[src/hw/rtl/universal_motor_plant_step_assert.svh]
// ---------------------------------------------------------------------------
// Motor plant assertion macros
// Shared property forms for the motor plant checks, clocked on clk with
// the synchronous active-low reset masking each check.
// ---------------------------------------------------------------------------
`ifndef UNIVERSAL_MOTOR_PLANT_STEP_ASSERT_SVH
`define UNIVERSAL_MOTOR_PLANT_STEP_ASSERT_SVH

// same-cycle implication
`define UMPS_ASSERT_NOW(label, ante, cons, msg) \
  label: assert property (@(posedge clk) disable iff (!rst_n) (ante) |-> (cons)) \
    else $error(msg);

// next-cycle implication
`define UMPS_ASSERT_NEXT(label, ante, cons, msg) \
  label: assert property (@(posedge clk) disable iff (!rst_n) (ante) |=> (cons)) \
    else $error(msg);

`endif

[src/hw/rtl/umps_pkg.sv]
// ---------------------------------------------------------------------------
// Motor plant package
// Widths, register map, reset values and controller command types.
// ---------------------------------------------------------------------------
package umps_pkg;

  localparam int DRIVE_W  = 18;
  localparam int SPEED_W  = 24;
  localparam int EMF_W    = 20;
  localparam int TORQUE_W = 16;
  localparam int MAXSPD_W = 16;
  localparam int INV_W    = 32;
  localparam int ALPHA_W  = 16;
  localparam int SCALE_W  = 24;
  localparam int LOAD_W   = 32;
  localparam int VOLT_W   = 22;
  localparam int MUL_A_W  = 33;
  localparam int MUL_B_W  = 25;
  localparam int PROD_W   = MUL_A_W + MUL_B_W;
  localparam int DATA_W   = 32;
  localparam int ADDR_W   = 5;
  localparam int IDX_W    = 3;

  localparam logic [TORQUE_W-1:0] TORQUE_LIMIT  = 16'd25600;
  localparam logic [15:0]         LOAD_PER_UNIT = 16'd25600;

  localparam logic [TORQUE_W-1:0] LOAD_TORQUE_RST = 16'd0;
  localparam logic [MAXSPD_W-1:0] MAX_SPEED_RST   = 16'd3000;
  localparam logic [INV_W-1:0]    INV_MAX_RST     = 32'd1431656;
  localparam logic [ALPHA_W-1:0]  ALPHA_ELEC_RST  = 16'd55541;
  localparam logic [ALPHA_W-1:0]  ALPHA_MECH_RST  = 16'd16384;
  localparam logic [SCALE_W-1:0]  OUT_SCALE_RST   = 24'd27962;

  typedef enum logic [IDX_W-1:0] {
    REG_LOAD_TORQUE  = 3'd0,
    REG_MAX_SPEED    = 3'd1,
    REG_INV_MAX      = 3'd2,
    REG_ALPHA_ELEC   = 3'd3,
    REG_ALPHA_MECH   = 3'd4,
    REG_OUTPUT_SCALE = 3'd5
  } reg_idx_t;

  typedef struct packed {
    logic [TORQUE_W-1:0] load_torque;
    logic [MAXSPD_W-1:0] max_speed;
    logic [INV_W-1:0]    inv_max_speed;
    logic [ALPHA_W-1:0]  alpha_electrical;
    logic [ALPHA_W-1:0]  alpha_mechanical;
    logic [SCALE_W-1:0]  output_scale;
  } cfg_t;

  typedef enum logic [2:0] {
    MUL_NONE,
    MUL_RAW,
    MUL_ELEC,
    MUL_MECH,
    MUL_EMF,
    MUL_MEAS
  } mul_op_t;

  typedef enum logic [2:0] {
    WB_NONE,
    WB_RAW,
    WB_ELEC,
    WB_MECH,
    WB_EMF,
    WB_MEAS
  } wb_op_t;

  typedef struct packed {
    mul_op_t mul_op;
    wb_op_t  wb_op;
    logic    load_in;
    logic    load_out;
  } cmd_t;

endpackage

[src/hw/rtl/umps_ctrl.sv]
// ---------------------------------------------------------------------------
// Motor plant controller
// Sequences one sample through the shared multiplier and write-back steps
// and owns the input and result handshakes.
// ---------------------------------------------------------------------------
module umps_ctrl (
  input  logic          clk,
  input  logic          rst_n,
  input  logic          in_valid,
  output logic          in_ready,
  output logic          out_valid,
  input  logic          out_ready,
  output umps_pkg::cmd_t cmd
);
  import umps_pkg::*;

  typedef enum logic [3:0] {
    S_IDLE,
    S_MUL_RAW,
    S_WB_RAW,
    S_MUL_ELEC,
    S_WB_ELEC,
    S_MUL_MECH,
    S_WB_MECH,
    S_MUL_EMF,
    S_WB_EMF,
    S_WB_MEAS,
    S_DONE
  } state_t;

  state_t state_r, state_nxt;
  logic   out_valid_r, out_valid_nxt;
  logic   slot_free;

  assign slot_free = !out_valid_r || out_ready;
  assign in_ready  = (state_r == S_IDLE);
  assign out_valid = out_valid_r;

  always_comb begin
    cmd           = '{mul_op: MUL_NONE, wb_op: WB_NONE, load_in: 1'b0, load_out: 1'b0};
    state_nxt     = state_r;
    out_valid_nxt = out_valid_r && !out_ready;
    case (state_r)
      S_IDLE: begin
        if (in_valid) begin
          cmd.load_in = 1'b1;
          state_nxt   = S_MUL_RAW;
        end
      end
      S_MUL_RAW: begin
        cmd.mul_op = MUL_RAW;
        state_nxt  = S_WB_RAW;
      end
      S_WB_RAW: begin
        cmd.wb_op = WB_RAW;
        state_nxt = S_MUL_ELEC;
      end
      S_MUL_ELEC: begin
        cmd.mul_op = MUL_ELEC;
        state_nxt  = S_WB_ELEC;
      end
      S_WB_ELEC: begin
        cmd.wb_op = WB_ELEC;
        state_nxt = S_MUL_MECH;
      end
      S_MUL_MECH: begin
        cmd.mul_op = MUL_MECH;
        state_nxt  = S_WB_MECH;
      end
      S_WB_MECH: begin
        cmd.wb_op = WB_MECH;
        state_nxt = S_MUL_EMF;
      end
      S_MUL_EMF: begin
        cmd.mul_op = MUL_EMF;
        state_nxt  = S_WB_EMF;
      end
      S_WB_EMF: begin
        cmd.wb_op  = WB_EMF;
        cmd.mul_op = MUL_MEAS;
        state_nxt  = S_WB_MEAS;
      end
      S_WB_MEAS: begin
        cmd.wb_op = WB_MEAS;
        state_nxt = S_DONE;
      end
      S_DONE: begin
        // hold until the result register is free
        if (slot_free) begin
          cmd.load_out  = 1'b1;
          out_valid_nxt = 1'b1;
          state_nxt     = S_IDLE;
        end
      end
      default: begin
        state_nxt = S_IDLE;
      end
    endcase
  end

  always_ff @(posedge clk) begin
    if (!rst_n) begin
      state_r     <= S_IDLE;
      out_valid_r <= 1'b0;
    end else begin
      state_r     <= state_nxt;
      out_valid_r <= out_valid_nxt;
    end
  end

endmodule

[src/hw/rtl/umps_datapath.sv]
// ---------------------------------------------------------------------------
// Motor plant datapath
// Shared signed multiplier with registered product, the lag and back EMF
// state, and the result registers.
// ---------------------------------------------------------------------------
module umps_datapath (
  input  logic                             clk,
  input  logic                             rst_n,
  input  umps_pkg::cmd_t                   cmd,
  input  umps_pkg::cfg_t                   cfg,
  input  logic signed [umps_pkg::DRIVE_W-1:0] in_drive_voltage,
  output logic [umps_pkg::SPEED_W-1:0]     out_measurement,
  output logic [umps_pkg::SPEED_W-1:0]     out_reported_speed
);
  import umps_pkg::*;

  logic signed [DRIVE_W-1:0] drive_r;
  logic [LOAD_W-1:0]         load_r, load_nxt;
  logic signed [PROD_W-1:0]  prod_r;
  logic [SPEED_W-1:0]        raw_r, raw_nxt;
  logic [SPEED_W-1:0]        elag_r, mlag_r;
  logic [EMF_W-1:0]          emf_r, emf_nxt;
  logic [SPEED_W-1:0]        meas_r, meas_nxt;
  logic [SPEED_W-1:0]        out_meas_r, out_rep_r;

  logic signed [VOLT_W-1:0]  volt;
  logic signed [MUL_B_W-1:0] diff_elec, diff_mech;
  logic signed [MUL_A_W-1:0] mul_a;
  logic signed [MUL_B_W-1:0] mul_b;
  logic signed [PROD_W:0]    net;
  logic [PROD_W-8:0]         net_shift;
  logic [PROD_W-25:0]        emf_full;
  logic [PROD_W-17:0]        meas_full;

  assign volt = $signed({{(VOLT_W-DRIVE_W){drive_r[DRIVE_W-1]}}, drive_r})
              - $signed({{(VOLT_W-EMF_W){1'b0}}, emf_r});
  assign diff_elec = $signed({1'b0, raw_r}) - $signed({1'b0, elag_r});
  assign diff_mech = $signed({1'b0, elag_r}) - $signed({1'b0, mlag_r});
  assign load_nxt  = LOAD_W'({1'b0, cfg.load_torque} + 17'd256) * LOAD_W'(LOAD_PER_UNIT);

  always_comb begin
    mul_a = '0;
    mul_b = '0;
    case (cmd.mul_op)
      MUL_RAW: begin
        mul_a = $signed({{(MUL_A_W-MAXSPD_W){1'b0}}, cfg.max_speed});
        mul_b = $signed({{(MUL_B_W-VOLT_W){volt[VOLT_W-1]}}, volt});
      end
      MUL_ELEC: begin
        mul_a = $signed({{(MUL_A_W-ALPHA_W){1'b0}}, cfg.alpha_electrical});
        mul_b = diff_elec;
      end
      MUL_MECH: begin
        mul_a = $signed({{(MUL_A_W-ALPHA_W){1'b0}}, cfg.alpha_mechanical});
        mul_b = diff_mech;
      end
      MUL_EMF: begin
        mul_a = $signed({{(MUL_A_W-INV_W){1'b0}}, cfg.inv_max_speed});
        mul_b = $signed({1'b0, mlag_r});
      end
      MUL_MEAS: begin
        mul_a = $signed({{(MUL_A_W-SCALE_W){1'b0}}, cfg.output_scale});
        mul_b = $signed({1'b0, mlag_r});
      end
      default: begin
        mul_a = '0;
        mul_b = '0;
      end
    endcase
  end

  // raw speed: clamp at zero, drop eight fraction bits, saturate
  assign net       = $signed({prod_r[PROD_W-1], prod_r}) - $signed({{(PROD_W+1-LOAD_W){1'b0}}, load_r});
  assign net_shift = net[PROD_W:8];
  always_comb begin
    if (net[PROD_W] || (net == '0)) begin
      raw_nxt = '0;
    end else if (|net_shift[PROD_W-8:SPEED_W]) begin
      raw_nxt = '1;
    end else begin
      raw_nxt = net_shift[SPEED_W-1:0];
    end
  end

  assign emf_full  = prod_r[PROD_W-1:24];
  assign emf_nxt   = (|emf_full[PROD_W-25:EMF_W]) ? '1 : emf_full[EMF_W-1:0];
  assign meas_full = prod_r[PROD_W-1:16];
  assign meas_nxt  = (|meas_full[PROD_W-17:SPEED_W]) ? '1 : meas_full[SPEED_W-1:0];

  always_ff @(posedge clk) begin
    if (cmd.load_in) begin
      drive_r <= in_drive_voltage;
      load_r  <= load_nxt;
    end
    if (cmd.mul_op != MUL_NONE) begin
      prod_r <= PROD_W'(mul_a) * PROD_W'(mul_b);
    end
    if (cmd.wb_op == WB_RAW) begin
      raw_r <= raw_nxt;
    end
    if (cmd.wb_op == WB_MEAS) begin
      meas_r <= meas_nxt;
    end
    if (cmd.load_out) begin
      out_meas_r <= meas_r;
      out_rep_r  <= (cfg.load_torque > TORQUE_LIMIT) ? '0 : mlag_r;
    end
  end

  // plant state
  always_ff @(posedge clk) begin
    if (!rst_n) begin
      elag_r <= '0;
      mlag_r <= '0;
      emf_r  <= '0;
    end else begin
      case (cmd.wb_op)
        WB_ELEC: elag_r <= elag_r + prod_r[SPEED_W+15:16];
        WB_MECH: mlag_r <= mlag_r + prod_r[SPEED_W+15:16];
        WB_EMF:  emf_r  <= emf_nxt;
        default: ;
      endcase
    end
  end

  assign out_measurement    = out_meas_r;
  assign out_reported_speed = out_rep_r;

endmodule

[src/hw/rtl/universal_motor_plant_step.sv]
// ---------------------------------------------------------------------------
// Universal motor plant step
// Fixed-point motor plant model for hardware-in-the-loop rigs.
// ---------------------------------------------------------------------------
// Input channel: one drive voltage beat (signed Q2.16) per plant sample on
// in_valid/in_ready. Result channel: one beat per sample on
// out_valid/out_ready carrying the measurement (Q8.16) and the reported
// speed (Q16.8).
// A sample takes five multiplies in series through the one shared
// multiplier, each followed by a write-back step, and no new sample is
// taken until the current one has been loaded into the result register.
// The result register holds a finished beat while the next sample is
// worked on; if the receiver still stalls when that sample completes, the
// block waits and takes no new input until the register frees.
// Reset clears the lag and back EMF state, drops any pending beat and loads
// the registers with their defaults. Write registers over the APB port only
// while no sample is in flight.
// ---------------------------------------------------------------------------
module universal_motor_plant_step (
  input  logic                                clk,
  input  logic                                rst_n,
  input  logic                                in_valid,
  output logic                                in_ready,
  input  logic signed [umps_pkg::DRIVE_W-1:0] in_drive_voltage,
  output logic                                out_valid,
  input  logic                                out_ready,
  output logic [umps_pkg::SPEED_W-1:0]        out_measurement,
  output logic [umps_pkg::SPEED_W-1:0]        out_reported_speed,
  input  logic                                psel,
  input  logic                                penable,
  input  logic                                pwrite,
  input  logic [umps_pkg::ADDR_W-1:0]         paddr,
  input  logic [umps_pkg::DATA_W-1:0]         pwdata,
  output logic [umps_pkg::DATA_W-1:0]         prdata,
  output logic                                pready
);
  import umps_pkg::*;

  `include "universal_motor_plant_step_assert.svh"

  cfg_t     cfg_r;
  cmd_t     cmd;
  reg_idx_t reg_idx;
  logic     wr_en;

  assign pready  = 1'b1;
  assign wr_en   = psel && penable && pwrite && pready;
  assign reg_idx = reg_idx_t'(paddr[ADDR_W-1:2]);

  always_ff @(posedge clk) begin
    if (!rst_n) begin
      cfg_r.load_torque      <= LOAD_TORQUE_RST;
      cfg_r.max_speed        <= MAX_SPEED_RST;
      cfg_r.inv_max_speed    <= INV_MAX_RST;
      cfg_r.alpha_electrical <= ALPHA_ELEC_RST;
      cfg_r.alpha_mechanical <= ALPHA_MECH_RST;
      cfg_r.output_scale     <= OUT_SCALE_RST;
    end else if (wr_en) begin
      case (reg_idx)
        REG_LOAD_TORQUE:  cfg_r.load_torque      <= pwdata[TORQUE_W-1:0];
        REG_MAX_SPEED:    cfg_r.max_speed        <= pwdata[MAXSPD_W-1:0];
        REG_INV_MAX:      cfg_r.inv_max_speed    <= pwdata[INV_W-1:0];
        REG_ALPHA_ELEC:   cfg_r.alpha_electrical <= pwdata[ALPHA_W-1:0];
        REG_ALPHA_MECH:   cfg_r.alpha_mechanical <= pwdata[ALPHA_W-1:0];
        REG_OUTPUT_SCALE: cfg_r.output_scale     <= pwdata[SCALE_W-1:0];
        default: ;
      endcase
    end
  end

  always_comb begin
    case (reg_idx)
      REG_LOAD_TORQUE:  prdata = DATA_W'(cfg_r.load_torque);
      REG_MAX_SPEED:    prdata = DATA_W'(cfg_r.max_speed);
      REG_INV_MAX:      prdata = DATA_W'(cfg_r.inv_max_speed);
      REG_ALPHA_ELEC:   prdata = DATA_W'(cfg_r.alpha_electrical);
      REG_ALPHA_MECH:   prdata = DATA_W'(cfg_r.alpha_mechanical);
      REG_OUTPUT_SCALE: prdata = DATA_W'(cfg_r.output_scale);
      default:          prdata = '0;
    endcase
  end

  umps_ctrl u_ctrl (
    .clk       (clk),
    .rst_n     (rst_n),
    .in_valid  (in_valid),
    .in_ready  (in_ready),
    .out_valid (out_valid),
    .out_ready (out_ready),
    .cmd       (cmd)
  );

  umps_datapath u_datapath (
    .clk                (clk),
    .rst_n              (rst_n),
    .cmd                (cmd),
    .cfg                (cfg_r),
    .in_drive_voltage   (in_drive_voltage),
    .out_measurement    (out_measurement),
    .out_reported_speed (out_reported_speed)
  );

  `UMPS_ASSERT_NEXT(a_busy_after_accept, in_valid && in_ready, !in_ready, "input taken while busy")
  `UMPS_ASSERT_NEXT(a_result_after_load, cmd.load_out, out_valid, "loaded result not presented")
  `UMPS_ASSERT_NOW(a_no_overwrite, out_valid && !out_ready, !cmd.load_out, "waiting beat overwritten")

endmodule

[config.mk]
export PLATFORM = sky130hd
export DESIGN_NAME = universal_motor_plant_step
export DESIGN_NICKNAME = d
export VERILOG_FILES = /design/src/hw/rtl/umps_pkg.sv /design/src/hw/rtl/umps_ctrl.sv /design/src/hw/rtl/umps_datapath.sv /design/src/hw/rtl/universal_motor_plant_step.sv
export VERILOG_INCLUDE_DIRS = /design/src /design/src/hw/rtl
export SDC_FILE = /design/constraint.sdc
export NUM_CORES = 2
export LEC_CHECK = 0
export BUFFER_PORTS_ARGS = -buffer_cell sky130_fd_sc_hd__buf_2
export CORE_ASPECT_RATIO = 1.5
export CORE_MARGIN = 4
export CORE_UTILIZATION = 50
export CTS_CLUSTER_SIZE = 30
export DETAILED_ROUTE_END_ITERATION = 6
export GPL_TIMING_DRIVEN = 1
export PLACE_DENSITY = 0.72
export SETUP_SLACK_MARGIN = 0.2
export SLEW_MARGIN = 40
export SYNTH_ARGS = -nofsm -noshare
export SYNTH_HDL_FRONTEND = slang
export SYNTH_SLANG_ARGS = --single-unit
[constraint.sdc]
create_clock -name clk -period 12.2 [get_ports clk]
set_input_delay 0.61 -clock clk [delete_from_list [all_inputs] [get_ports clk]]
set_output_delay 0.61 -clock clk [all_outputs]
set_load 0.02 [all_outputs]
==> flow_metrics.py <==
metrics = {
    "status": {
        "outcome": "complete, but fails checks",
        "failed_checks": "design-rule violations",
    },
    "synth": {
        "syn-num-nets": 6863,
        "synthDistinctLibCells": 84,
        "syn_inst": 5673,
        "synth-seq-cells": 387,
        "yosysSeqAreaShare": 0.195,
        "postSynthAreaPerCell_um2": 8.76,
        "synth-async-reset-ratio": 0,
        "synthesis.area_um2": 49700,
        "synthFlopType": "edfxtp_1",
        "yosysWarnings": 0,
        "synth_edf_count": 194,
    },
    "clock_network": {
        "cts-root-buf": "clkbuf_16",
        "htreeDepth": 2,
        "post_cts_buffers": 0,
        "clk_latency_ns": 0.61,
        "clkTransAtPathRegs_ns": 0.08,
        "cts.hold.buffers_added": 0,
        "numCtsBuffers": 37,
        "clockBufferDepth": 3,
        "cts_resized": 0,
        "cts_tree": "done",
        "cts_sinks": 387,
    },
    "power": {
        "cellLeakagePower_nw": 24.6,
        "pwr_density_cell_nw_per_um2": 83.7,
        "ir_drop_mv": 0.104,
        "p_total_mw": 4.48,
    },
    "worst_setup_path": {
        "arrival_ns": 11.37,
        "rr_startpoint": "u_datapath.drive_r[1]",
        "cp-end-kind": "flop",
        "crit_slowest_cell": "a2111oi_4",
        "r2r_cells": 32,
        "crit_path_frequent_cell": "fa_1",
        "crit_fanout": 6,
        "setup.worst_path.start": "u_datapath.drive_r[1]",
        "start_kind": "flop",
        "worstSetupPathType": "flop to flop",
        "slowest_delay_ns": 0.86,
        "rrSetupSlack_ns": 1.21,
        "worstSetupEndpoint": "u_datapath.prod_r[57]",
        "r2r-end": "u_datapath.prod_r[57]",
        "cp.required_ns": 12.58,
    },
    "die": {
        "io_pins": 145,
        "dieHeight_um": 394,
        "coreArea_um2": 98600,
        "rows": 141,
        "dieArea_um2": 105000,
        "die_x_um": 265,
        "start_util": 0.504,
    },
    "sta": {
        "setup_viol": 0,
        "grt_setup_unrepaired": "false",
        "final.setup.tns_ns": 0,
        "hold_viol": 0,
        "period_share": 0.901,
        "setup_slack_ns": 1.21,
        "report.final.slew_viol_count": 0,
        "fin_worst_skew_ns": 0.0535,
        "period_minus_slack_ns": 10.99,
        "relSlewSlack": 0.398,
        "tightest_slew_ns": 0.902,
        "fmax_mhz": 91.0,
    },
    "cells_and_area": {
        "area.growth.synth_to_final_pct": 7.71,
        "drive_gt1_frac": 0.0735,
        "final_core_util": 0.543,
        "fin_nets": 6894,
        "fillCellCount": 8942,
        "regArea_um2": 9690,
        "multi_input_area_um2": 35900,
    },
    "place": {
        "gp_congestion": 1.00,
        "hpwl_um": 138000,
        "io_buffers": 141,
        "dpl_worst_slack_ns": 1.31,
    },
    "global_routing": {
        "grt_pass1_vias": 44189,
        "grtUsageTotal": 0.332,
        "grt_max_degree": 88,
        "antenna_found_initial": 14,
        "grt_overflow": 0,
        "grt_pass1_wl_um": 262000,
    },
    "route": {
        "drc": 2,
        "drt-total-wl_um": 175000,
        "viasPerCell": 6.01,
        "first_iter_violations": 4053,
        "wl_per_cell_um": 24.9,
        "drtAntennaViolNets": 0,
        "num_vias": 42210,
        "first_pass_iters": 7,
    },
    "min_path": {
        "min_path_cells": 1,
        "hp-class": "input port to flop",
    },
    "run": {
        "maxCapViolations": 0,
    },
}
-- stage by stage --
step                      cells  hold slack (ns)  instance area [µm²]
after floorplan            5673            0.400                49700
after global placement     6946            0.405                52100
after detailed placement   6950            0.405                52200
after CTS                  7016            0.172                53400
after global routing       7019            0.189                53500
final                      7024            0.196                53500
-- area by class of cell --
class | count | area share
Inverter | 897 | 0.0630
Sequential cell | 387 | 0.181
Clock inverter | 24 | 0.00547
Antenna cell | 6 | 0.000281
Multi-Input combinational cell | 4115 | 0.671
Tap cell | 1287 | 0.0301
Clock buffer | 42 | 0.0177
Timing Repair Buffer | 266 | 0.0315
-- sequential cells by signal (all words and copies together), names as in the netlist --
signal and count:
cfg_r 120, u_datapath.prod_r 58, u_datapath.elag_r 24, u_datapath.meas_r 24
u_datapath.mlag_r 24, u_datapath.out_measurement 24, u_datapath.out_reported_speed 24, u_datapath.raw_r 24
u_datapath.load_r 22, u_datapath.emf_r 20, u_datapath.drive_r 18, u_ctrl.state_r 4
u_ctrl.out_valid 1
-- synthesized netlist by cell type, drive strengths merged, types with 24 or more instances --
cell type,n,share of area
nor2,338,0.026
nand2b,49,0.0062
nand4,26,0.0033
nor3,71,0.0072
and3,45,0.0057
a21o,87,0.013
fa,705,0.28
dfxtp,193,0.078
a21oi,306,0.031
o31ai,25,0.0038
mux2i,24,0.0048
a221oi,26,0.0047
a22oi,68,0.010
and2,112,0.014
clkbuf,252,0.019
edfxtp,194,0.12
o21ai,155,0.016
xnor2,125,0.022
ha,423,0.11
inv,896,0.068
o21a,34,0.0051
nand2,953,0.072
o21bai,24,0.0039
nand3,107,0.011
a211oi,47,0.0071
nor2b,29,0.0037
xor2,52,0.0092
-- power breakdown --
| group | total, mW | internal, mW | switching, mW | leakage (nW) |
|---|---|---|---|---|
| Clock | 1.24 | 0.674 | 0.568 | 0.590 |
| Sequential | 1.53 | 1.44 | 0.0885 | 3.20 |
| Combinational | 1.71 | 0.580 | 1.13 | 20.8 |
-- critical path: cells and delay by family, from the launching register on --
kind	cells	cell delay (ns)
compound gates	15	5.23
fa+ha+maj	9	3.99
buf+inv	4	0.59
simple gates	4	0.53
flops	1	0.43
-- metal layers --
layer  GRT usage  part of all wire  vias up  wire length (µm)
met5           0           0.00042        -                73
met4       0.279              0.11       10             19300
met3      0.0532             0.081      792             14300
met2       0.562              0.48     2181             83200
met1       0.361              0.33    20736             58200
li1            -                 -    18491                 -
-- layout by cell type (no fill, tap or decap), types with 24 or more instances in the layout --
cell / instances
nand2_1: 949
edfxtp_1: 194
and3_1: 41
mux2i_1: 24
and2_1: 110
clkbuf_16: 37
nand4_1: 26
nor2b_1: 29
o21ai_0: 140
a21oi_1: 305
a21o_1: 86
buf_4: 118
nor2_1: 334
fa_1: 705
ha_1: 423
a22oi_1: 67
nand3_1: 105
a211oi_1: 43
nand2b_1: 49
dfxtp_1: 193
buf_2: 141
nor3_1: 67
inv_1: 895
xor2_1: 52
o21a_1: 34
xnor2_1: 125
-- worst min-delay path by stage --
stage	start	to	slack, ns
after floorplan	u_datapath.meas_r[0]	u_datapath.out_measurement[0]	0.40
after global placement	u_datapath.meas_r[1]	u_datapath.out_measurement[1]	0.40
after detailed placement	u_datapath.meas_r[2]	u_datapath.out_measurement[2]	0.40
after CTS	in_drive_voltage[8]	u_datapath.drive_r[8]	0.17
after global routing	in_drive_voltage[9]	u_datapath.drive_r[9]	0.19
final	in_drive_voltage[8]	u_datapath.drive_r[8]	0.20
-- cells by family (layout without fill, tap and decap cells) --
group | count (synthesis) | in the layout | synth area share
and+or+nand+nor | 1828 | 1828 | 0.163
buffers and inverters | 1171 | 1229 | 0.0889
adders and majority gates | 1128 | 1128 | 0.391
AOI/OAI and AO/OA | 954 | 954 | 0.126
DFF | 387 | 387 | 0.195
xor gates and xnor gates | 177 | 177 | 0.0312
muxes | 27 | 27 | 0.00552
other | 1 | 7 | 0.0000755
Power figures use the tool's default switching activity.
